--- config.mk ---
export PLATFORM = sky130hd
export DESIGN_NAME = frame_aged_view_cache_core
export DESIGN_NICKNAME = d
export VERILOG_FILES = /design/src/sv/fav_pkg.sv /design/src/sv/frame_aged_view_cache_core.sv /design/src/sv/fav_store.sv
export SDC_FILE = /design/constraint.sdc
export NUM_CORES = 2
export LEC_CHECK = 0
export BUFFER_PORTS_ARGS = -buffer_cell sky130_fd_sc_hd__buf_2
export CORE_MARGIN = 3
export CORE_UTILIZATION = 57
export CTS_CLUSTER_SIZE = 30
export DETAILED_ROUTE_END_ITERATION = 8
export PLACE_DENSITY = 0.74
export SLEW_MARGIN = 25
export SYNTH_ARGS = -nofsm -noshare
export SYNTH_HDL_FRONTEND = slang
export SYNTH_SLANG_ARGS = --single-unit
--- constraint.sdc ---
create_clock -name clk -period 19.4 [get_ports clk]
set_clock_uncertainty 0.2 [all_clocks]
set_input_delay 0.97 -clock clk [delete_from_list [all_inputs] [get_ports clk]]
set_output_delay 0.97 -clock clk [all_outputs]
set_load 0.01 [all_outputs]
--- src/sv/fav_pkg.sv ---
package fav_pkg;

	// default table depth
	localparam int DEF_ENTRIES = 16;

	// configuration reset values
	localparam logic [4:0]  MAX_ENTRIES_RST = 5'd16;
	localparam logic [15:0] MAX_IDLE_RST    = 16'd8;

	// configuration register indexes (paddr[2])
	localparam logic REG_MAX_ENTRIES = 1'b0;
	localparam logic REG_MAX_IDLE    = 1'b1;

	typedef enum logic [1:0] {
		ACT_FIND    = 2'd0,
		ACT_PUBLISH = 2'd1,
		ACT_TRIM    = 2'd2,
		ACT_CLEAR   = 2'd3
	} action_t;

	typedef enum logic [2:0] {
		ST_HIT       = 3'd0,
		ST_MISS      = 3'd1,
		ST_INSERTED  = 3'd2,
		ST_EVICTED   = 3'd3,
		ST_TRIMMED   = 3'd4,
		ST_CLEARED   = 3'd5
	} status_t;

	// lookup key of one entry
	typedef struct packed {
		logic [47:0] buffer_id;
		logic [47:0] view_offset;
		logic [47:0] view_size;
		logic [3:0]  view_type;
		logic [7:0]  view_format;
	} view_key_t;

	typedef struct packed {
		action_t     action;
		logic [47:0] buffer_id;
		logic [47:0] view_offset;
		logic [47:0] view_size;
		logic [3:0]  view_type;
		logic [7:0]  view_format;
		logic [31:0] view_handle;
		logic [47:0] frame_number;
	} in_item_t;

	typedef struct packed {
		status_t     status;
		logic [31:0] result_handle;
		logic [4:0]  removed_count;
	} out_item_t;

	// write strobes into the entry store
	typedef struct packed {
		logic key_we;
		logic frame_we;
	} store_wr_t;

endpackage

--- src/sv/frame_aged_view_cache_core.sv ---
// Fully associative view cache with frame-based least-recently-used replacement.
// Items enter on start while busy is low; item carries action, key, candidate
// handle and current frame. Each item yields one result, shown on result for
// exactly one cycle with done high; the receiver must take it then.
// Find, publish and trim walk the entry store one slot per cycle through a
// single read port and one shared 48-bit subtract/compare, so such an item
// keeps busy high through the scan, last and done states; done is the
// registered copy of the done state. Clear keeps busy high for one cycle
// and goes straight from idle to the done state.
// The configuration port (APB) holds max_entries at 0x0 and max_idle_frames
// at 0x4; write them only while the block is idle.
// Reset empties the table (valid bits and entry count cleared) and loads
// max_entries 16 and max_idle_frames 8; stored keys, handles and frames are
// not cleared and are only ever used for valid entries.
module frame_aged_view_cache_core import fav_pkg::*; #(
	parameter int ENTRIES = DEF_ENTRIES
) (
	input  logic        clk,
	input  logic        arst_n,
	input  logic        start,
	output logic        busy,
	input  in_item_t    item,
	output logic        done,
	output out_item_t   result,
	input  logic        psel,
	input  logic        penable,
	input  logic        pwrite,
	input  logic [2:0]  paddr,
	input  logic [31:0] pwdata,
	output logic [31:0] prdata,
	output logic        pready
);

	localparam int IDX_W = (ENTRIES > 1) ? $clog2(ENTRIES) : 1;
	localparam int CNT_W = $clog2(ENTRIES + 1);
	localparam int LIM_W = (CNT_W > 5) ? CNT_W : 5;
	localparam logic [IDX_W-1:0] LAST_IDX = IDX_W'(ENTRIES - 1);

	typedef enum logic [3:0] {
		S_IDLE = 4'b0001,
		S_SCAN = 4'b0010,
		S_LAST = 4'b0100,
		S_DONE = 4'b1000
	} state_t;

	state_t state_q;

	logic [4:0]  max_entries_q;
	logic [15:0] max_idle_q;

	in_item_t   item_q;
	view_key_t  key_q;

	logic [ENTRIES-1:0] valid_q;
	logic [CNT_W-1:0]   count_q;
	logic [CNT_W-1:0]   removed_q;

	logic [IDX_W-1:0] rd_idx_q;
	logic             vld_s1;
	logic [IDX_W-1:0] idx_s1;

	logic             hit_q;
	logic [IDX_W-1:0] hit_idx_q;
	logic [31:0]      hit_handle_q;
	logic             free_q;
	logic [IDX_W-1:0] free_idx_q;
	logic             old_q;
	logic [IDX_W-1:0] old_idx_q;
	logic [47:0]      old_frame_q;

	logic        done_q;
	out_item_t   result_q;

	view_key_t   rd_key;
	logic [31:0] rd_handle;
	logic [47:0] rd_frame;

	store_wr_t        st_wr;
	logic [IDX_W-1:0] wr_addr;

	logic        accept;
	logic        cfg_wr;
	logic        is_trim;
	logic        slot_valid;
	logic        key_match;
	logic [47:0] sub_a;
	logic [47:0] sub_b;
	logic [48:0] diff;
	logic        older;
	logic        stale;
	logic [LIM_W-1:0] lim_raw;
	logic [LIM_W-1:0] lim;
	logic        evict;
	logic [IDX_W-1:0] ins_idx;
	logic        is_lookup;
	logic        pub_miss;

	assign accept = start && (state_q == S_IDLE);
	assign busy   = (state_q != S_IDLE);
	assign done   = done_q;
	assign result = result_q;

	// configuration port
	assign pready = 1'b1;
	assign cfg_wr = psel && penable && pwrite;

	always_ff @(posedge clk or negedge arst_n) begin
		if (!arst_n) begin
			max_entries_q <= MAX_ENTRIES_RST;
			max_idle_q    <= MAX_IDLE_RST;
		end else if (cfg_wr) begin
			unique case (paddr[2])
				REG_MAX_ENTRIES: max_entries_q <= pwdata[4:0];
				REG_MAX_IDLE:    max_idle_q    <= pwdata[15:0];
				default:         ;
			endcase
		end
	end

	always_comb begin
		unique case (paddr[2])
			REG_MAX_ENTRIES: prdata = 32'(max_entries_q);
			REG_MAX_IDLE:    prdata = 32'(max_idle_q);
			default:         prdata = '0;
		endcase
	end

	// entry store
	fav_store #(
		.ENTRIES (ENTRIES),
		.IDX_W   (IDX_W)
	) u_store (
		.clk       (clk),
		.rd_addr   (rd_idx_q),
		.rd_key    (rd_key),
		.rd_handle (rd_handle),
		.rd_frame  (rd_frame),
		.wr        (st_wr),
		.wr_addr   (wr_addr),
		.wr_key    (key_q),
		.wr_handle (item_q.view_handle),
		.wr_frame  (item_q.frame_number)
	);

	// key of the held item
	assign key_q = '{buffer_id:   item_q.buffer_id,
	                 view_offset: item_q.view_offset,
	                 view_size:   item_q.view_size,
	                 view_type:   item_q.view_type,
	                 view_format: item_q.view_format};

	assign is_trim    = (item_q.action == ACT_TRIM);
	assign slot_valid = valid_q[idx_s1];
	assign key_match  = slot_valid && (rd_key == key_q);

	// shared subtractor: age for trim, frame order for the oldest-entry search
	assign sub_a = is_trim ? item_q.frame_number : rd_frame;
	assign sub_b = is_trim ? rd_frame : old_frame_q;
	assign diff  = {1'b0, sub_a} - {1'b0, sub_b};
	assign older = diff[48];
	assign stale = slot_valid && !diff[48] && (diff[47:0] > 48'(max_idle_q));

	// effective entry limit, clamped to 1..ENTRIES
	assign lim_raw = LIM_W'(max_entries_q);
	always_comb begin
		if (lim_raw == '0) begin
			lim = LIM_W'(1);
		end else if (lim_raw > LIM_W'(ENTRIES)) begin
			lim = LIM_W'(ENTRIES);
		end else begin
			lim = lim_raw;
		end
	end

	assign evict = (LIM_W'(count_q) >= lim) && old_q;

	// insert into the lowest free slot once the victim is gone
	always_comb begin
		if (evict && (!free_q || (old_idx_q < free_idx_q))) begin
			ins_idx = old_idx_q;
		end else begin
			ins_idx = free_idx_q;
		end
	end

	assign is_lookup = (item_q.action == ACT_FIND) || (item_q.action == ACT_PUBLISH);
	assign pub_miss  = (item_q.action == ACT_PUBLISH) && !hit_q;

	// store writes happen in the final cycle
	always_comb begin
		st_wr   = '0;
		wr_addr = hit_idx_q;
		if (state_q == S_DONE && is_lookup) begin
			if (hit_q) begin
				st_wr.frame_we = 1'b1;
			end else if (pub_miss) begin
				st_wr.key_we   = 1'b1;
				st_wr.frame_we = 1'b1;
				wr_addr        = ins_idx;
			end
		end
	end

	// sequencer
	always_ff @(posedge clk or negedge arst_n) begin
		if (!arst_n) begin
			state_q  <= S_IDLE;
			rd_idx_q <= '0;
			vld_s1   <= 1'b0;
		end else begin
			vld_s1 <= (state_q == S_SCAN);
			unique case (state_q)
				S_IDLE: begin
					rd_idx_q <= '0;
					if (accept) begin
						state_q <= (item.action == ACT_CLEAR) ? S_DONE : S_SCAN;
					end
				end
				S_SCAN: begin
					rd_idx_q <= rd_idx_q + IDX_W'(1);
					if (rd_idx_q == LAST_IDX) begin
						state_q <= S_LAST;
					end
				end
				S_LAST: state_q <= S_DONE;
				S_DONE: state_q <= S_IDLE;
				default: state_q <= S_IDLE;
			endcase
		end
	end

	always_ff @(posedge clk) begin
		idx_s1 <= rd_idx_q;
		if (accept) begin
			item_q <= item;
		end
	end

	// scan trackers: first hit, first free slot, oldest valid entry
	always_ff @(posedge clk or negedge arst_n) begin
		if (!arst_n) begin
			hit_q  <= 1'b0;
			free_q <= 1'b0;
			old_q  <= 1'b0;
		end else if (accept) begin
			hit_q  <= 1'b0;
			free_q <= 1'b0;
			old_q  <= 1'b0;
		end else if (vld_s1 && !is_trim) begin
			if (key_match && !hit_q) begin
				hit_q <= 1'b1;
			end
			if (!slot_valid && !free_q) begin
				free_q <= 1'b1;
			end
			if (slot_valid) begin
				old_q <= 1'b1;
			end
		end
	end

	always_ff @(posedge clk) begin
		if (vld_s1 && !is_trim) begin
			if (key_match && !hit_q) begin
				hit_idx_q    <= idx_s1;
				hit_handle_q <= rd_handle;
			end
			if (!slot_valid && !free_q) begin
				free_idx_q <= idx_s1;
			end
			if (slot_valid && (!old_q || older)) begin
				old_idx_q   <= idx_s1;
				old_frame_q <= rd_frame;
			end
		end
	end

	// valid bits, occupancy and removal count
	always_ff @(posedge clk or negedge arst_n) begin
		if (!arst_n) begin
			valid_q   <= '0;
			count_q   <= '0;
			removed_q <= '0;
		end else begin
			if (accept) begin
				removed_q <= '0;
			end
			if (vld_s1 && is_trim && stale) begin
				valid_q[idx_s1] <= 1'b0;
				count_q         <= count_q - CNT_W'(1);
				removed_q       <= removed_q + CNT_W'(1);
			end
			if (state_q == S_DONE) begin
				if (item_q.action == ACT_CLEAR) begin
					valid_q <= '0;
					count_q <= '0;
				end else if (pub_miss) begin
					if (evict) begin
						valid_q[old_idx_q] <= 1'b0;
					end else begin
						count_q <= count_q + CNT_W'(1);
					end
					valid_q[ins_idx] <= 1'b1;
				end
			end
		end
	end

	// result register, one-cycle strobe
	always_ff @(posedge clk or negedge arst_n) begin
		if (!arst_n) begin
			done_q <= 1'b0;
		end else begin
			done_q <= (state_q == S_DONE);
		end
	end

	always_ff @(posedge clk) begin
		if (state_q == S_DONE) begin
			result_q.result_handle <= '0;
			result_q.removed_count <= '0;
			case (item_q.action)
				ACT_FIND, ACT_PUBLISH: begin
					if (hit_q) begin
						result_q.status        <= ST_HIT;
						result_q.result_handle <= hit_handle_q;
					end else if (item_q.action == ACT_FIND) begin
						result_q.status <= ST_MISS;
					end else begin
						result_q.status        <= evict ? ST_EVICTED : ST_INSERTED;
						result_q.result_handle <= item_q.view_handle;
						result_q.removed_count <= evict ? 5'd1 : 5'd0;
					end
				end
				ACT_TRIM: begin
					result_q.status        <= ST_TRIMMED;
					result_q.removed_count <= 5'(removed_q);
				end
				default: begin
					result_q.status        <= ST_CLEARED;
					result_q.removed_count <= 5'(count_q);
				end
			endcase
		end
	end

endmodule

--- src/sv/fav_store.sv ---
module fav_store import fav_pkg::*; #(
	parameter int ENTRIES = DEF_ENTRIES,
	parameter int IDX_W   = (ENTRIES > 1) ? $clog2(ENTRIES) : 1
) (
	input  logic             clk,
	input  logic [IDX_W-1:0] rd_addr,
	output view_key_t        rd_key,
	output logic [31:0]      rd_handle,
	output logic [47:0]      rd_frame,
	input  store_wr_t        wr,
	input  logic [IDX_W-1:0] wr_addr,
	input  view_key_t        wr_key,
	input  logic [31:0]      wr_handle,
	input  logic [47:0]      wr_frame
);

	view_key_t   key_mem [ENTRIES];
	logic [31:0] handle_mem [ENTRIES];
	logic [47:0] frame_mem [ENTRIES];

	// key and handle are written together on insert
	always_ff @(posedge clk) begin
		if (wr.key_we) begin
			key_mem[wr_addr]    <= wr_key;
			handle_mem[wr_addr] <= wr_handle;
		end
		if (wr.frame_we) begin
			frame_mem[wr_addr] <= wr_frame;
		end
	end

	// registered read port
	always_ff @(posedge clk) begin
		rd_key    <= key_mem[rd_addr];
		rd_handle <= handle_mem[rd_addr];
		rd_frame  <= frame_mem[rd_addr];
	end

endmodule

==> results.yml <==
grt:
  antenna_found_initial: 22
  gr-total-overflow: 0
  grt_pass1_wl_um: 606000
  first_global_vias: 90055
  grt_usage: 0.268
  grt_max_degree: 152
logic_synthesis:
  synth_area_leader_cell: "edfxtp_1"
  synth_most_common_cell: "edfxtp_1"
  syn_inst: 8986
  yosys_warnings: 0
  ys_types: 77
  netlist_top_cells_area: "edfxtp_1 73%, mux4_2 6.3%, mux2i_1 4.5%"
  synth-edff-count: 4146
  syn_area_um2: 170000
  ys_seq_area_frac: 0.769
  synth_seq_cells: 4446
  synthArstFlopShare: 0.0135
  syn_avg_cell_area_um2: 18.9
  ys.flop_type: "edfxtp_1"
  synth_common_cells: "4,146 x edfxtp_1, 766 x mux2i_1, 534 x o21ai_0"
  synth_top_area_share: 0.732
power:
  pwr_density_cell_nw_per_um2: 123
  ir_drop_mv: 0.0938
  leakage_nw: 61.7
  p_comb_frac: 0.152
  p_int_mw: 17.7
  p_seq_frac: 0.497
  p_sw_frac: 0.256
  p_switching_mw: 6.09
  clock_power_share: 0.351
  power.total_mw: 23.8
worst_setup_path:
  timing.rr.end: "removed_q[2]"
  cp.arrival_ns: 8.43
  end_kind: "register"
  path_class: "reg -> reg"
  r2r_start: "item_q[237]"
  r2r_cells: 25
  crit_start: "item_q[237]"
  cp.required_ns: 20.02
  r2r_setup_slack_ns: 11.59
  cp-start-kind: "register"
  crit_fanout: 50
final_layout:
  fillers: 19230
  drive_gt1_frac: 0.196
  finalNetCount: 9964
  area_delta_synth_final_pct: 13.3
outcome:
  violations: "design-rule violations"
  status: "finished, violations left"
sta:
  hold_viol: 0
  slew_viol_final: 0
  min_period_ns: 7.81
  relSlewSlack: 0.237
  rsz0062_at_grt: "false"
  fin_ws_ns: 11.59
  tightest_slew_ns: 1.14
  fmax_mhz: 128
  fin_crit_sh: 0.402
  setup_viol: 0
  setup-tns-final_ns: 0
  hold_ws_ns: 0.0571
drt:
  dr.pass1.iters: 9
  drt_iter0_drc: 10211
  avgViaCountPerCell: 6.42
  drc_errors: 2
  drt.antenna.violating_nets: 0
  wl_per_cell_um: 29.8
  vias: 89310
  routed_wirelength_um: 414000
clocking:
  cts_tree: "built"
  h-tree-depth: 5
  cts.hold.buffers_added: 170
  cts_resized: 0
  clkTransAtPathRegs_ns: 0.06
  cts_buffers: 432
  clock_path_buffers: 4
  cts_setup_buffers: 0
  cts_num_sinks: 4446
  cts_root_buf: "clkbuf_16"
  clock_latency_ns: 0.98
placement:
  place_congestion: 0.849
  pre_cts_ws_ns: 11.73
  hpwl_um: 213000
  port_buffers: 318
run:
  max_cap_viol_count: 0
die:
  placementRows: 199
  die_area_um2: 305000
  core_um2: 295000
  ios: 354
  die_h_um: 552
  initial_utilization: 0.576
  fp.dieW_um: 552
min_path:
  hold_end: "item_q[198]"
  min_from: "item[198]"
  min_path_type: "in -> reg"
  holdPathStages: 1
critical path, stage by stage (launching register included):
cell and delay, ns:
edfxtp_1 0.74, nand2b_4 0.53, mux2_2 0.41, ha_1 0.17
inv_1 0.06, fa_1 0.47, a21o_1 0.23, a221oi_2 0.50
nand2b_1 0.17, a21boi_0 0.11, o21ai_0 0.23, nand2b_1 0.08
a21oi_1 0.18, xnor2_1 0.14, ha_1 0.26, nand4_1 0.08
nor2_1 0.05, a2111oi_0 0.77, o32a_1 0.31, o211ai_1 0.11
nor4_1 0.35, nand4_1 0.26, o41ai_4 0.38, buf_4 0.42
mux2i_1 0.14, a21o_1 0.22
cell families after synthesis:
| kind of cell | synth area share |
|---|---|
| compound gates | 0.0578 |
| fa+ha+maj | 0.00571 |
| xor+xnor | 0.00701 |
| flops | 0.769 |
| other cells | 0.0000442 |
| mux | 0.129 |
| buf+inv | 0.0129 |
| simple gates | 0.0182 |
placed cells by master (no fill, tap or decap), types with 21 or more instances in the layout:
cell type | Yosys | layout
edfxtp_1 | 4146 | 4146
inv_1 | 96 | 95
nor2_1 | 97 | 67
nand4_1 | 38 | 38
dfrtp_1 | 57 | 53
mux2i_1 | 766 | 766
dfxtp_1 | 240 | 240
buf_2 | 2 | 318
clkbuf_1 | 333 | 109
mux4_2 | 478 | 478
nor3_1 | 26 | 26
ha_1 | 76 | 76
mux2_2 | 311 | 311
nor2_4 | 0 | 30
clkbuf_8 | 0 | 52
clkinv_2 | 0 | 60
nand3_1 | 33 | 33
dlygate4sd3_1 | 0 | 170
a221oi_1 | 253 | 253
nand2_1 | 335 | 334
a21oi_1 | 311 | 308
a22o_1 | 36 | 36
nor4_1 | 37 | 32
xor2_1 | 89 | 87
bufinv_16 | 0 | 36
and2_1 | 24 | 22
clkbuf_16 | 0 | 433
buf_4 | 18 | 120
nand2b_1 | 23 | 21
clkinv_1 | 1 | 65
o22ai_1 | 26 | 26
buf_12 | 0 | 21
xnor2_1 | 47 | 47
a22oi_1 | 239 | 239
o21ai_0 | 534 | 534
sequential cells by signal, summed over array words and instances (netlist names), 5 cells and up:
| register | flops |
|---|---|
| count_q | 5 |
| hit_handle_q | 32 |
| item_q | 238 |
| lim_raw | 5 |
| max_idle_q | 16 |
| old_frame_q | 48 |
| removed_q | 5 |
| result | 40 |
| u_store.frame_mem | 768 |
| u_store.handle_mem | 512 |
| u_store.key_mem | 2496 |
| u_store.rd_frame | 48 |
| u_store.rd_handle | 32 |
| u_store.rd_key | 156 |
| valid_q | 16 |
per-layer routing:
layer	GRT usage	wire [µm]	vias to the layer above
met5	0	41	-
met4	0.0907	14500	6
met3	0.0410	34200	765
met2	0.438	203000	4322
met1	0.373	163000	46455
li1	-	-	37762
how the worst max path moves through the flow:
stage / to / cells past startpoint
5_1_grt: removed_q[2] / 25
4_1_cts: removed_q[2] / 25
3_5_place_dp: removed_q[2] / 25
3_3_place_gp: u_store.key_mem[8][106] / 17
2_1_floorplan: valid_q[14] / 16
6_report: removed_q[2] / 25
power by group through the flow:
stage          combinational [mW]  sequential, mW  clock [mW]
3_3_place_gp                 3.52            12.0           0
2_1_floorplan                2.73            11.8           0
3_5_place_dp                 3.57            12.0           0
4_1_cts                      3.62            11.8        8.47
6_report                     3.61            11.8        8.35
5_1_grt                      3.88            11.9        8.85
through the flow:
stage	instances	util	cell area [µm²]
after detailed placement	12921	0.598	177000
after CTS	13900	0.652	193000
after floorplan	9001	-	170000
final	13911	0.652	193000
after global routing	13904	0.652	193000
after global placement	12920	0.597	176000
cell type report:
class / instances / area [µm²] / area share
clock inverters: 215 / 2410 / 0.0125
well taps: 3919 / 4900 / 0.0255
flip-flops and latches: 4446 / 131000 / 0.679
clock buffers: 594 / 12000 / 0.0621
multi-input cells: 3995 / 37500 / 0.194
inverters: 97 / 372 / 0.00193
repair buffers: 636 / 4730 / 0.0245
diodes: 9 / 22.5 / 0.000117
Note: power is estimated with default switching activity, not from simulation.
